$ cat src/hdl/gdcm_pkg.sv
// ----------------------------------------------------------------------------
// gdcm_pkg
// Shared widths, reset values, codes and types of the gamepad drive command
// mapper.
// ----------------------------------------------------------------------------
package gdcm_pkg;

   // field widths
   localparam int unsigned AXIS_WIDTH      = 16;
   localparam int unsigned SPEED_WIDTH     = 10;
   localparam int unsigned SCALE_WIDTH     = 7;
   localparam int unsigned PATTERN_WIDTH   = 4;
   localparam int unsigned LINEAR_WIDTH    = 27;
   localparam int unsigned ANGULAR_WIDTH   = 23;
   localparam int unsigned COLOUR_WIDTH    = 3;
   localparam int unsigned BUTTON_COUNT    = 4;
   localparam int unsigned CSR_INDEX_WIDTH = 3;
   localparam int unsigned CSR_DATA_WIDTH  = 10;

   // number of buzzer patterns, 2 to 15
   localparam int unsigned BUZZER_PATTERNS_DEFAULT = 8;

   // reset values
   localparam logic [SPEED_WIDTH-1:0] SLOW_SPEED_RESET   = 10'd100;
   localparam logic [SPEED_WIDTH-1:0] NORMAL_SPEED_RESET = 10'd200;
   localparam logic [SPEED_WIDTH-1:0] FAST_SPEED_RESET   = 10'd350;
   localparam logic [SCALE_WIDTH-1:0] TURN_MIN_RESET     = 7'd8;
   localparam logic [SCALE_WIDTH-1:0] TURN_MAX_RESET     = 7'd90;
   localparam logic [SCALE_WIDTH-1:0] TURN_SCALE_RESET   = 7'd90;

   // configuration register indexes
   typedef enum logic [CSR_INDEX_WIDTH-1:0] {
      CSR_SLOW_SPEED   = 3'd0,
      CSR_NORMAL_SPEED = 3'd1,
      CSR_FAST_SPEED   = 3'd2,
      CSR_TURN_MIN     = 3'd3,
      CSR_TURN_MAX     = 3'd4
   } csr_index_type;

   // speed modes
   typedef enum logic [1:0] {
      MODE_SLOW   = 2'd0,
      MODE_NORMAL = 2'd1,
      MODE_FAST   = 2'd2
   } speed_mode_type;

   // sign of the vertical d-pad axis seen on the last beat
   typedef enum logic [1:0] {
      VSIGN_ZERO = 2'd0,
      VSIGN_POS  = 2'd1,
      VSIGN_NEG  = 2'd2
   } vsign_type;

   // configuration registers
   typedef struct packed {
      logic [SPEED_WIDTH-1:0] slow_speed;
      logic [SPEED_WIDTH-1:0] normal_speed;
      logic [SPEED_WIDTH-1:0] fast_speed;
      logic [SCALE_WIDTH-1:0] turn_scale_min;
      logic [SCALE_WIDTH-1:0] turn_scale_max;
   } cfg_type;

   // one sample after the state update, ahead of the multipliers
   typedef struct packed {
      logic [SPEED_WIDTH-1:0]  speed;
      logic [AXIS_WIDTH:0]     trigger_diff;
      logic [SCALE_WIDTH-1:0]  turn_scale;
      logic [AXIS_WIDTH-1:0]   stick;
      logic                    play;
      logic [PATTERN_WIDTH-1:0] pattern;
      logic                    led_update;
      logic [COLOUR_WIDTH-1:0] rgb;
      speed_mode_type          mode;
   } sample_type;

   // colour table, {red, green, blue}
   function automatic logic [COLOUR_WIDTH-1:0] colour_rgb(
      input logic [COLOUR_WIDTH-1:0] idx
   );
      logic [COLOUR_WIDTH-1:0] rgb;
      case (idx)
         3'd0:    rgb = 3'b100;
         3'd1:    rgb = 3'b010;
         3'd2:    rgb = 3'b001;
         3'd3:    rgb = 3'b110;
         3'd4:    rgb = 3'b101;
         3'd5:    rgb = 3'b011;
         3'd6:    rgb = 3'b111;
         default: rgb = 3'b000;
      endcase
      return rgb;
   endfunction

endpackage

$ cat src/hdl/gdcm_csr.sv
// ----------------------------------------------------------------------------
// gdcm_csr
// Configuration registers: speed per mode and turn scale limits.
// ----------------------------------------------------------------------------
module gdcm_csr (
   input  logic                                   clock,
   input  logic                                   reset,
   input  logic                                   csr_write_enable,
   input  logic [gdcm_pkg::CSR_INDEX_WIDTH-1:0]   csr_index,
   input  logic [gdcm_pkg::CSR_DATA_WIDTH-1:0]    csr_write_data,
   output gdcm_pkg::cfg_type                      cfg
);

   gdcm_pkg::cfg_type cfg_ff;
   gdcm_pkg::cfg_type cfg_in;

   // write decode; unknown indexes are dropped
   always_comb begin
      cfg_in = cfg_ff;
      if (csr_write_enable) begin
         unique case (gdcm_pkg::csr_index_type'(csr_index))
            gdcm_pkg::CSR_SLOW_SPEED: begin
               cfg_in.slow_speed = csr_write_data[gdcm_pkg::SPEED_WIDTH-1:0];
            end
            gdcm_pkg::CSR_NORMAL_SPEED: begin
               cfg_in.normal_speed = csr_write_data[gdcm_pkg::SPEED_WIDTH-1:0];
            end
            gdcm_pkg::CSR_FAST_SPEED: begin
               cfg_in.fast_speed = csr_write_data[gdcm_pkg::SPEED_WIDTH-1:0];
            end
            gdcm_pkg::CSR_TURN_MIN: begin
               cfg_in.turn_scale_min = csr_write_data[gdcm_pkg::SCALE_WIDTH-1:0];
            end
            gdcm_pkg::CSR_TURN_MAX: begin
               cfg_in.turn_scale_max = csr_write_data[gdcm_pkg::SCALE_WIDTH-1:0];
            end
            default: begin
            end
         endcase
      end
   end

   always_ff @(posedge clock) begin
      if (reset) begin
         cfg_ff.slow_speed     <= gdcm_pkg::SLOW_SPEED_RESET;
         cfg_ff.normal_speed   <= gdcm_pkg::NORMAL_SPEED_RESET;
         cfg_ff.fast_speed     <= gdcm_pkg::FAST_SPEED_RESET;
         cfg_ff.turn_scale_min <= gdcm_pkg::TURN_MIN_RESET;
         cfg_ff.turn_scale_max <= gdcm_pkg::TURN_MAX_RESET;
      end else begin
         cfg_ff <= cfg_in;
      end
   end

   assign cfg = cfg_ff;

endmodule

$ cat src/hdl/gdcm_state.sv
// ----------------------------------------------------------------------------
// gdcm_state
// Controller state: button and d-pad edge detection, buzzer pattern, colour,
// speed mode and turn scale. Produces the updated sample for the accepted beat.
// ----------------------------------------------------------------------------
module gdcm_state #(
   parameter int unsigned BUZZER_PATTERNS = gdcm_pkg::BUZZER_PATTERNS_DEFAULT
) (
   input  logic                                 clock,
   input  logic                                 reset,
   input  logic                                 accept,
   input  logic                                 horn_key,
   input  logic                                 color_key,
   input  logic                                 pattern_up_key,
   input  logic                                 pattern_down_key,
   input  logic signed [gdcm_pkg::AXIS_WIDTH-1:0] pad_vert,
   input  logic signed [gdcm_pkg::AXIS_WIDTH-1:0] pad_horiz,
   input  logic signed [gdcm_pkg::AXIS_WIDTH-1:0] fwd_trigger,
   input  logic signed [gdcm_pkg::AXIS_WIDTH-1:0] rev_trigger,
   input  logic signed [gdcm_pkg::AXIS_WIDTH-1:0] turn_stick,
   input  gdcm_pkg::cfg_type                    cfg,
   output gdcm_pkg::sample_type                 sample
);

   localparam int unsigned PAT_WIDTH = $clog2(BUZZER_PATTERNS + 1);
   localparam logic [PAT_WIDTH-1:0] PAT_ONE = PAT_WIDTH'(1);
   localparam logic [PAT_WIDTH-1:0] PAT_MAX = PAT_WIDTH'(BUZZER_PATTERNS);

   localparam int unsigned SW = gdcm_pkg::SCALE_WIDTH;
   localparam int unsigned AW = gdcm_pkg::AXIS_WIDTH;

   logic [gdcm_pkg::BUTTON_COUNT-1:0] prev_ff, levels, rise;
   logic [PAT_WIDTH-1:0]              pattern_ff, pattern_in, pattern_up;
   logic [gdcm_pkg::COLOUR_WIDTH-1:0] colour_ff, colour_in;
   gdcm_pkg::speed_mode_type          mode_ff, mode_in;
   gdcm_pkg::vsign_type               vsign_ff, vsign_in;
   logic [SW-1:0]                     scale_ff, scale_in, scale_inc, scale_dec;
   logic [SW:0]                       inc_sum;
   logic                              dv_pos, dv_neg, dh_pos, dh_neg;

   // button rising edges, bit order Y, B, L1, L2
   assign levels = {pattern_down_key, pattern_up_key, color_key, horn_key};
   assign rise   = levels & ~prev_ff;

   // buzzer pattern: L1 steps up, then L2 steps down, both wrap
   assign pattern_up = rise[2] ? ((pattern_ff >= PAT_MAX) ? PAT_ONE : pattern_ff + PAT_ONE)
                               : pattern_ff;
   assign pattern_in = rise[3] ? ((pattern_up <= PAT_ONE) ? PAT_MAX : pattern_up - PAT_ONE)
                               : pattern_up;

   // colour advances on a B edge
   assign colour_in = colour_ff + gdcm_pkg::COLOUR_WIDTH'(rise[1]);

   // axis signs
   assign dv_neg = pad_vert[AW-1];
   assign dv_pos = !pad_vert[AW-1] && (pad_vert != '0);
   assign dh_neg = pad_horiz[AW-1];
   assign dh_pos = !pad_horiz[AW-1] && (pad_horiz != '0);

   // speed mode steps on a vertical d-pad edge, no wrap
   always_comb begin
      mode_in = mode_ff;
      if (dv_pos && (vsign_ff != gdcm_pkg::VSIGN_POS) && (mode_ff != gdcm_pkg::MODE_FAST)) begin
         mode_in = (mode_ff == gdcm_pkg::MODE_SLOW) ? gdcm_pkg::MODE_NORMAL
                                                    : gdcm_pkg::MODE_FAST;
      end else if (dv_neg && (vsign_ff != gdcm_pkg::VSIGN_NEG) &&
                   (mode_ff != gdcm_pkg::MODE_SLOW)) begin
         mode_in = (mode_ff == gdcm_pkg::MODE_FAST) ? gdcm_pkg::MODE_NORMAL
                                                    : gdcm_pkg::MODE_SLOW;
      end
   end

   always_comb begin
      if (dv_pos) begin
         vsign_in = gdcm_pkg::VSIGN_POS;
      end else if (dv_neg) begin
         vsign_in = gdcm_pkg::VSIGN_NEG;
      end else begin
         vsign_in = gdcm_pkg::VSIGN_ZERO;
      end
   end

   // turn scale: one step per beat while held, clamped to the limits
   assign inc_sum   = {1'b0, scale_ff} + (SW + 1)'(1);
   assign scale_inc = (inc_sum < {1'b0, cfg.turn_scale_max}) ? inc_sum[SW-1:0]
                                                             : cfg.turn_scale_max;
   assign scale_dec = ((scale_ff != '0) && ((scale_ff - SW'(1)) > cfg.turn_scale_min))
                      ? scale_ff - SW'(1) : cfg.turn_scale_min;

   always_comb begin
      if (dh_pos) begin
         scale_in = scale_inc;
      end else if (dh_neg) begin
         scale_in = scale_dec;
      end else begin
         scale_in = scale_ff;
      end
   end

   // sample handed to the multiply stage
   always_comb begin
      case (mode_in)
         gdcm_pkg::MODE_SLOW:   sample.speed = cfg.slow_speed;
         gdcm_pkg::MODE_NORMAL: sample.speed = cfg.normal_speed;
         default:               sample.speed = cfg.fast_speed;
      endcase
      sample.trigger_diff = {fwd_trigger[AW-1], fwd_trigger}
                            - {rev_trigger[AW-1], rev_trigger};
      sample.turn_scale   = scale_in;
      sample.stick        = turn_stick;
      sample.play         = rise[0];
      sample.pattern      = rise[0] ? gdcm_pkg::PATTERN_WIDTH'(pattern_ff)
                                    : gdcm_pkg::PATTERN_WIDTH'(pattern_in);
      sample.led_update   = rise[1];
      sample.rgb          = gdcm_pkg::colour_rgb(colour_in);
      sample.mode         = mode_in;
   end

   // state registers, updated once per accepted beat
   always_ff @(posedge clock) begin
      if (reset) begin
         prev_ff    <= '0;
         vsign_ff   <= gdcm_pkg::VSIGN_ZERO;
         mode_ff    <= gdcm_pkg::MODE_NORMAL;
         scale_ff   <= gdcm_pkg::TURN_SCALE_RESET;
         pattern_ff <= PAT_ONE;
         colour_ff  <= '0;
      end else if (accept) begin
         prev_ff    <= levels;
         vsign_ff   <= vsign_in;
         mode_ff    <= mode_in;
         scale_ff   <= scale_in;
         pattern_ff <= pattern_in;
         colour_ff  <= colour_in;
      end
   end

   // state only moves on an accepted beat
   a_hold_when_idle: assert property (@(posedge clock) disable iff (reset)
      !accept |=> $stable(mode_ff) && $stable(scale_ff) && $stable(pattern_ff)
                  && $stable(colour_ff))
      else $error("controller state changed without a beat");

   // pattern stays within 1..BUZZER_PATTERNS
   a_pattern_range: assert property (@(posedge clock) disable iff (reset)
      (pattern_ff >= PAT_ONE) && (pattern_ff <= PAT_MAX))
      else $error("buzzer pattern out of range");

   // speed mode never goes from slow straight to fast on one beat
   a_mode_step: assert property (@(posedge clock) disable iff (reset)
      accept && (mode_ff == gdcm_pkg::MODE_SLOW) |=> (mode_ff != gdcm_pkg::MODE_FAST))
      else $error("speed mode skipped a step");

endmodule

$ cat src/hdl/gdcm_mult.sv
// ----------------------------------------------------------------------------
// gdcm_mult
// Result stage: linear and angular velocity multiplies into the result
// register.
// ----------------------------------------------------------------------------
module gdcm_mult (
   input  logic                                       clock,
   input  logic                                       reset,
   input  logic                                       load,
   input  logic                                       sample_valid,
   input  gdcm_pkg::sample_type                       sample,
   output logic                                       rsp_valid,
   output logic signed [gdcm_pkg::LINEAR_WIDTH-1:0]   rsp_linear_velocity,
   output logic signed [gdcm_pkg::ANGULAR_WIDTH-1:0]  rsp_angular_velocity,
   output logic                                       rsp_buzzer_play,
   output logic [gdcm_pkg::PATTERN_WIDTH-1:0]         rsp_buzzer_pattern,
   output logic                                       rsp_led_update,
   output logic                                       rsp_led_red,
   output logic                                       rsp_led_green,
   output logic                                       rsp_led_blue,
   output logic [1:0]                                 rsp_speed_mode,
   output logic [gdcm_pkg::SCALE_WIDTH-1:0]           rsp_turn_scale
);

   localparam int unsigned LIN_FULL = gdcm_pkg::SPEED_WIDTH + 1 + gdcm_pkg::AXIS_WIDTH + 1;
   localparam int unsigned ANG_FULL = gdcm_pkg::SCALE_WIDTH + 1 + gdcm_pkg::AXIS_WIDTH;

   logic signed [LIN_FULL-1:0] lin_full;
   logic signed [ANG_FULL-1:0] ang_full;
   logic                       valid_ff;
   gdcm_pkg::sample_type       out_ff;
   logic [gdcm_pkg::LINEAR_WIDTH-1:0]  lin_ff;
   logic [gdcm_pkg::ANGULAR_WIDTH-1:0] ang_ff;

   // speed and scale are unsigned, so widen with a zero
   assign lin_full = $signed({1'b0, sample.speed}) * $signed(sample.trigger_diff);
   assign ang_full = $signed({1'b0, sample.turn_scale}) * $signed(sample.stick);

   always_ff @(posedge clock) begin
      if (reset) begin
         valid_ff <= 1'b0;
      end else if (load) begin
         valid_ff <= sample_valid;
      end
   end

   // payload, no reset
   always_ff @(posedge clock) begin
      if (load) begin
         out_ff <= sample;
         lin_ff <= lin_full[gdcm_pkg::LINEAR_WIDTH-1:0];
         ang_ff <= ang_full[gdcm_pkg::ANGULAR_WIDTH-1:0];
      end
   end

   assign rsp_valid            = valid_ff;
   assign rsp_linear_velocity  = $signed(lin_ff);
   assign rsp_angular_velocity = $signed(ang_ff);
   assign rsp_buzzer_play      = out_ff.play;
   assign rsp_buzzer_pattern   = out_ff.pattern;
   assign rsp_led_update       = out_ff.led_update;
   assign rsp_led_red          = out_ff.rgb[2];
   assign rsp_led_green        = out_ff.rgb[1];
   assign rsp_led_blue         = out_ff.rgb[0];
   assign rsp_speed_mode       = out_ff.mode;
   assign rsp_turn_scale       = out_ff.turn_scale;

endmodule

$ cat src/hdl/gamepad_drive_command_mapper.sv
// ----------------------------------------------------------------------------
// gamepad_drive_command_mapper
// Maps one gamepad sample to one drive command.
// ----------------------------------------------------------------------------
// Every accepted sample gives exactly one command, in order, and the block
// takes one sample per clock while req_stall is low. Edge detection and the
// state update (pattern, colour, speed mode, turn scale) run from the request
// ports into a sample register at the accepting edge; the two multiplies (mode
// speed by trigger difference, turn scale by stick) then run from the sample
// register into the result register, whose load sets rsp_valid. The two
// registers form a pipeline that moves whenever the result is empty or taken;
// while a result waits, one more sample is taken into the sample register and
// the input stalls only once both are full. Configuration writes take effect
// from the next accepted sample on and are meant to be made while no command
// is in flight.
module gamepad_drive_command_mapper #(
   parameter int unsigned BUZZER_PATTERNS = gdcm_pkg::BUZZER_PATTERNS_DEFAULT
) (
   input  logic                                       clock,
   input  logic                                       reset,
   // sample channel
   input  logic                                       req_valid,
   output logic                                       req_stall,
   input  logic                                       req_horn_key,
   input  logic                                       req_color_key,
   input  logic                                       req_pattern_up_key,
   input  logic                                       req_pattern_down_key,
   input  logic signed [gdcm_pkg::AXIS_WIDTH-1:0]     req_pad_vert,
   input  logic signed [gdcm_pkg::AXIS_WIDTH-1:0]     req_pad_horiz,
   input  logic signed [gdcm_pkg::AXIS_WIDTH-1:0]     req_fwd_trigger,
   input  logic signed [gdcm_pkg::AXIS_WIDTH-1:0]     req_rev_trigger,
   input  logic signed [gdcm_pkg::AXIS_WIDTH-1:0]     req_turn_stick,
   // command channel
   output logic                                       rsp_valid,
   input  logic                                       rsp_stall,
   output logic signed [gdcm_pkg::LINEAR_WIDTH-1:0]   rsp_linear_velocity,
   output logic signed [gdcm_pkg::ANGULAR_WIDTH-1:0]  rsp_angular_velocity,
   output logic                                       rsp_buzzer_play,
   output logic [gdcm_pkg::PATTERN_WIDTH-1:0]         rsp_buzzer_pattern,
   output logic                                       rsp_led_update,
   output logic                                       rsp_led_red,
   output logic                                       rsp_led_green,
   output logic                                       rsp_led_blue,
   output logic [1:0]                                 rsp_speed_mode,
   output logic [gdcm_pkg::SCALE_WIDTH-1:0]           rsp_turn_scale,
   // configuration
   input  logic                                       csr_write_enable,
   input  logic [gdcm_pkg::CSR_INDEX_WIDTH-1:0]       csr_index,
   input  logic [gdcm_pkg::CSR_DATA_WIDTH-1:0]        csr_write_data
);

   gdcm_pkg::cfg_type    cfg;
   gdcm_pkg::sample_type sample_in, s1_ff;
   logic                 s1_valid_ff;
   logic                 advance, s1_load, accept;

   // pipeline control
   assign advance   = !rsp_valid || !rsp_stall;
   assign s1_load   = !s1_valid_ff || advance;
   assign req_stall = !s1_load;
   assign accept    = req_valid && s1_load;

   gdcm_csr u_csr (
      .clock            (clock),
      .reset            (reset),
      .csr_write_enable (csr_write_enable),
      .csr_index        (csr_index),
      .csr_write_data   (csr_write_data),
      .cfg              (cfg)
   );

   gdcm_state #(
      .BUZZER_PATTERNS (BUZZER_PATTERNS)
   ) u_state (
      .clock            (clock),
      .reset            (reset),
      .accept           (accept),
      .horn_key         (req_horn_key),
      .color_key        (req_color_key),
      .pattern_up_key   (req_pattern_up_key),
      .pattern_down_key (req_pattern_down_key),
      .pad_vert         (req_pad_vert),
      .pad_horiz        (req_pad_horiz),
      .fwd_trigger      (req_fwd_trigger),
      .rev_trigger      (req_rev_trigger),
      .turn_stick       (req_turn_stick),
      .cfg              (cfg),
      .sample           (sample_in)
   );

   // sample register
   always_ff @(posedge clock) begin
      if (reset) begin
         s1_valid_ff <= 1'b0;
      end else if (s1_load) begin
         s1_valid_ff <= accept;
      end
   end

   always_ff @(posedge clock) begin
      if (s1_load) begin
         s1_ff <= sample_in;
      end
   end

   gdcm_mult u_mult (
      .clock                (clock),
      .reset                (reset),
      .load                 (advance),
      .sample_valid         (s1_valid_ff),
      .sample               (s1_ff),
      .rsp_valid            (rsp_valid),
      .rsp_linear_velocity  (rsp_linear_velocity),
      .rsp_angular_velocity (rsp_angular_velocity),
      .rsp_buzzer_play      (rsp_buzzer_play),
      .rsp_buzzer_pattern   (rsp_buzzer_pattern),
      .rsp_led_update       (rsp_led_update),
      .rsp_led_red          (rsp_led_red),
      .rsp_led_green        (rsp_led_green),
      .rsp_led_blue         (rsp_led_blue),
      .rsp_speed_mode       (rsp_speed_mode),
      .rsp_turn_scale       (rsp_turn_scale)
   );

   // input only stalls when both stages are full and the result is held
   a_stall_only_full: assert property (@(posedge clock) disable iff (reset)
      req_stall |-> s1_valid_ff && rsp_valid && rsp_stall)
      else $error("input stalled with room in the pipeline");

   // a held sample beat is neither lost nor changed
   a_s1_hold: assert property (@(posedge clock) disable iff (reset)
      s1_valid_ff && !advance |=> s1_valid_ff && $stable(s1_ff))
      else $error("sample stage lost a held beat");

endmodule

$ cat config.mk
export PLATFORM = sky130hd
export DESIGN_NAME = gamepad_drive_command_mapper
export DESIGN_NICKNAME = d
export VERILOG_FILES = /design/src/hdl/gdcm_pkg.sv /design/src/hdl/gdcm_csr.sv /design/src/hdl/gdcm_state.sv /design/src/hdl/gdcm_mult.sv /design/src/hdl/gamepad_drive_command_mapper.sv
export SDC_FILE = /design/constraint.sdc
export NUM_CORES = 1
export LEC_CHECK = 0
export BUFFER_PORTS_ARGS = -buffer_cell sky130_fd_sc_hd__buf_2
export CORE_MARGIN = 3
export CORE_UTILIZATION = 35
export DETAILED_ROUTE_END_ITERATION = 7
export GPL_ROUTABILITY_DRIVEN = 0
export PLACE_DENSITY = 0.55
export SYNTH_ARGS = -nofsm -noshare
export SYNTH_HDL_FRONTEND = slang
export SYNTH_SLANG_ARGS = --single-unit
$ cat constraint.sdc
create_clock -name clock -period 6.46 [get_ports clock]
set_clock_uncertainty 0.1 [all_clocks]
set_input_delay 0 -clock clock [delete_from_list [all_inputs] [get_ports clock]]
set_output_delay 0 -clock clock [all_outputs]
set_load 0.05 [all_outputs]
-- Word-level counts from Yosys, hierarchy flattened
Index checks and enable logic that the tools add are counted.
- bits of input ports: 102
- output and inout bits: 70
- logic and storage cells: 105
- register bits: 197
- reductions and logical operators: 29
- multipliers: 2
- multiplexer cells: 17
- $lt $le $gt $ge: 4
- $add $sub $neg: 6
- bitwise gates (word level): 2
- equality and inequality tests: 15
- operators with widths (kind ; count):
    $reduce_bool A16 Y1 ; 2
    $mux W7 ; 4
    $mul A11 B17 Y27 ; 1
    $mul A8 B16 Y23 ; 1
    $pmux W3 S7 ; 1
    $mux W4 ; 5
    $pmux W10 S2 ; 1
    $sub A16 B16 Y17 ; 1
    $eq A3 B2 Y1 const B ; 4
    $eq A3 B3 Y1 const B ; 4
    $mux W2 ; 5
    $reduce_and A2 Y1 ; 5
    $add A7 B1 Y8 const B ; 1
    $logic_and A1 B1 Y1 ; 8
    $lt A8 B7 Y1 ; 1
    $gt A7 B7 Y1 ; 1
    $reduce_bool A7 Y1 ; 1
    $sub A7 B1 Y7 const B ; 1
    $eq A3 B1 Y1 const B ; 2
    $logic_not A1 Y1 ; 6
    $logic_not A3 Y1 ; 2
    $add A4 B1 Y4 const B ; 1
    $and A4 B4 Y4 ; 1
    $ge A4 B4 Y1 const B ; 1
    12 further kinds ; 15

-- Longest topological paths before layout
- depth in word-level cells: 7
- depth in mapped cells: 22

-- By module
A second synthesis with hierarchy kept.
- cells, all modules: 1980
- area, all modules: 19620.1 um2
- modules (own cells, without submodules) (module ; area each (um2) ; instances ; cells an instance):
    gdcm_mult ; 12534.5 ; 1 ; 1289
    gdcm_state ; 3398.3 ; 1 ; 452
    gamepad_drive_command_mapper ; 1886.8 ; 1 ; 68
    gdcm_csr ; 1800.5 ; 1 ; 171

-- Worst setup path after synthesis
Ideal clock, no wire load.
- kind: register to register
- from: register s1_ff[53] (netlist name)
- to: register u_mult.lin_ff (netlist bit u_mult.rsp_linear_velocity[26]), data pin
- period minus slack after synthesis: 5.534 ns
- arrival: 5.174 ns
- cell stages (with the launch flop): 21
- path slack: 0.926 ns
- path through: edfxtp_1 clkbuf_1 clkbuf_1 nand2_1 fa_1 fa_1 inv_1 fa_1 fa_1 inv_1 fa_1 inv_1 ha_1 o21a_1 o21ai_0 or4b_1 o211ai_2 nor3_1 o31ai_2 o22ai_1 xnor2_1
- word-level cells in the longest chain between the ends: 1
- ends and longest elaborated chain (element ; RTL line ; text):
    from (decl) ; gamepad_drive_command_mapper.sv:53 ; gdcm_pkg::sample_type sample_in, s1_ff;
    from (signal assigned) ; gamepad_drive_command_mapper.sv:102 ; s1_ff <= sample_in;
    $mul A11 B17 Y27 ; gdcm_mult.sv:36 ; assign lin_full = $signed({1'b0, sample.speed}) * $signed(sample.trigger_diff);
    named net u_mult.lin_full[26] ; gdcm_mult.sv:28 ; logic signed [LIN_FULL-1:0] lin_full;
    to (signal assigned) ; gdcm_mult.sv:51 ; lin_ff <= lin_full[gdcm_pkg::LINEAR_WIDTH-1:0];
    to (decl) ; gdcm_mult.sv:32 ; logic [gdcm_pkg::LINEAR_WIDTH-1:0] lin_ff;
The timed path passes the listed nets, and every way through them passes these cells.
A chain may end at the register's enable or synchronous reset.

-- Final worst setup path
Ends and elaborated chain as after synthesis.

==> out/qor.yml <==
clock-root-buffer: "clkbuf_16"
cp-start-kind: "flip-flop"
holdCritStartpoint: "req_pad_vert[13]"
setup_viol: 0
areaGrowthSynthToFinish_pct: 15.7
antenna_found_initial: 0
fin_tns_setup_ns: 0
cpMaxStageDelayCell: "edfxtp_1"
die-area_um2: 56900
drive_above_1_share_pct: 10.3
cts_buffer_depth: 2
start_util_pct: 35.7
dr.pass1.iters: 5
fin_crit_sh_pct: 93.0
grt_setup_unrepaired: "no"
vias_per_cell: 4.72
yosysSeqAreaShare_pct: 27.6
worstRegToRegCells: 16
core_area_um2: 53100
critPathRequiredTime_ns: 6.60
track_usage_pct: 16.4
antenna_cells: 0
final_cell_mix: "373 x inv_1, 269 x nand2_1, 235 x fa_1"
dp_hpwl_um: 34100
fmax_mhz: 166
row_count: 84
grt_pass1_wl_um: 74200
grt_start_max_net_pins: 69
worstHoldEndpoint: "u_state.vsign_ff[0]"
critPathKind: "reg2reg"
yosys-top-cells-area: "fa_1 25%, edfxtp_1 20%, ha_1 9.5%, inv_1 7.4%, dfxtp_1 7.2%"
synth_top_cell_area_share_pct: 24.8
num_vias: 13800
insertion_delay_ns: 0.49
worstMarginPinSlew_ns: 1.02
yosys_warnings: 0
cts-buffers-inserted: 17
max-cap-violations: 0
grt_pass1_vias: 14500
port_buffers: 171
reg2reg_from: "s1_ff[53]"
hold_violations: 0
post_cts_buffers: 0
cts_sinks: 197
cts_hold_buf: 83
syn_area_per_cell_um2: 9.48
synthesis.nets: 2479
synthArstFlopShare_pct: 0
cts_resized: 0
pin_count: 172
end_kind: "flip-flop"
post_drt_wl_per_cell_um: 15.3
drv_slew: 0
cts_tree: "built"
drtIter0Drc: 594
final_common_cell: "inv_1"
crit_chain: "nand2_1, fa_1, fa_1, fa_1, fa_1, fa_1, inv_1, ha_1, nand3_1, nor2_1, or4b_1, o211ai_2, nor3_1, o31ai_2, o22ai_1, xnor2_1"
syn_inst: 1998
grt_overflow_total: 0
relSlewSlack_pct: 32.2
ys.flop_type: "edfxtp_1"
chipHeight_um: 239
wl_um: 44400
hold_class: "in2reg"
ff2ff_setup_slack_ns: 0.45
drtAntennaViolNets: 0
ys_ff_latch: 197
drc: 0
worstPathArrival_ns: 6.15
syn-cell-area_um2: 18900
cpPeakStageDelay_ns: 0.73
hold_depth: 5
outcome: "finished, final reports clean"
fp.dieW_um: 239
post-synth-top-area-cell: "fa_1"
clk_pin_slew_worst_paths_ns: 0.08
synth_cell_types: 71
nNetsFinal: 2691
period_minus_slack_ns: 6.01
path_max_fanout: 17
reg2reg_to: "u_mult.rsp_linear_velocity[26]"
synth_edf_count: 129
path_common_cell: "fa_1"
htree_levels: 4
## worst max path at each step
stage | to | start | slack (ns) | cells past startpoint
final | u_mult.rsp_linear_velocity[26] | s1_ff[53] | 0.45 | 16
after global routing | u_mult.rsp_linear_velocity[26] | s1_ff[53] | 0.12 | 16
after detailed placement | u_mult.rsp_linear_velocity[26] | s1_ff[53] | 0.47 | 16
after global placement | u_mult.rsp_linear_velocity[26] | s1_ff[53] | 0.57 | 16
after CTS | u_mult.rsp_linear_velocity[26] | s1_ff[53] | 0.47 | 16
after floorplan | u_mult.rsp_linear_velocity[26] | s1_ff[53] | 0.93 | 20
## cell usage after synthesis (5+ instances only)
library cell	n
xnor2_1	55
o21ai_0	36
dfxtp_1	68
o211ai_1	12
edfxtp_1	129
nor3_1	17
xor2_1	19
inv_1	373
clkbuf_1	65
o31ai_1	6
fa_1	235
a211oi_1	8
nand2b_1	16
a31oi_1	6
and2_1	161
mux2i_1	17
ha_1	144
nand4_1	5
nor2b_1	12
o21a_1	19
nand2_1	270
nor4_1	11
and3_1	9
a21oi_1	105
nor2_1	69
nand3_1	31
a21o_1	13
o21ai_1	6
## sequential cells by signal, summed over array words and instances (netlist names), 2 cells and up
| name | cells |
|---|---|
| u_mult.rsp_turn_scale | 7 |
| u_mult.rsp_speed_mode | 2 |
| u_mult.rsp_angular_velocity | 23 |
| u_state.colour_ff | 3 |
| u_state.mode_ff | 2 |
| u_mult.rsp_buzzer_pattern | 4 |
| u_state.prev_ff | 4 |
| u_mult.rsp_linear_velocity | 27 |
| u_state.pattern_ff | 4 |
| u_state.vsign_ff | 2 |
| s1_ff | 61 |
| u_csr.cfg | 44 |
| u_state.scale_ff | 7 |
## per-layer routing
layer | global-route usage [%] | part of all wire [%]
met4 | 4.27 | 1.4
met1 | 22.0 | 48
met2 | 27.6 | 47
met3 | 2.61 | 3.6
met5 | 0 | 0
## area by class of cell
| cell class | count | area, µm² |
|---|---|---|
| tap | 688 | 861 |
| multi-input combinational | 1358 | 12000 |
| clock buffer | 17 | 425 |
| clock inverter | 15 | 183 |
| timing repair buffer | 263 | 1750 |
| fill | 5194 | 31200 |
| inverter | 373 | 1400 |
| sequential | 197 | 5240 |
## cells by family (layout without fill, tap and decap cells)
kind of cell	after synthesis	in the layout	share of synthesized area, %
compound gates	259	259	8.62
simple gates	628	628	16.2
xor+xnor	74	74	3.42
flops	197	197	27.6
mux	18	18	0.958
fa+ha+maj	379	379	34.4
buf+inv	443	668	8.83
## worst max-delay path, delay by kind of cell, from the launching register on
kind,cells,cell delay [ns]
buffers and inverters,1,0.05
adder cells (fa/ha/maj),6,2.95
flip-flops,1,0.73
XOR/XNOR,1,0.14
AO/OA/AOI/OAI,3,0.62
AND/OR/NAND/NOR,5,1.17
## through the flow
stage	utilization (%)	hold WS [ns]	setup slack, ns	cell area, µm²	std cells
after floorplan	-	-0.00113	0.926	18900	1998
after global placement	38.6	0.0761	0.567	20500	2796
after detailed placement	38.6	0.0781	0.471	20500	2796
after CTS	41.3	0.00304	0.473	21900	2911
after global routing	41.3	0.0484	0.119	21900	2911
final	41.3	0.0460	0.452	21900	2911
Power is left out: the tool's default activity adds up to more than one toggle a clock period on the data nets, which glitch-free logic cannot reach.
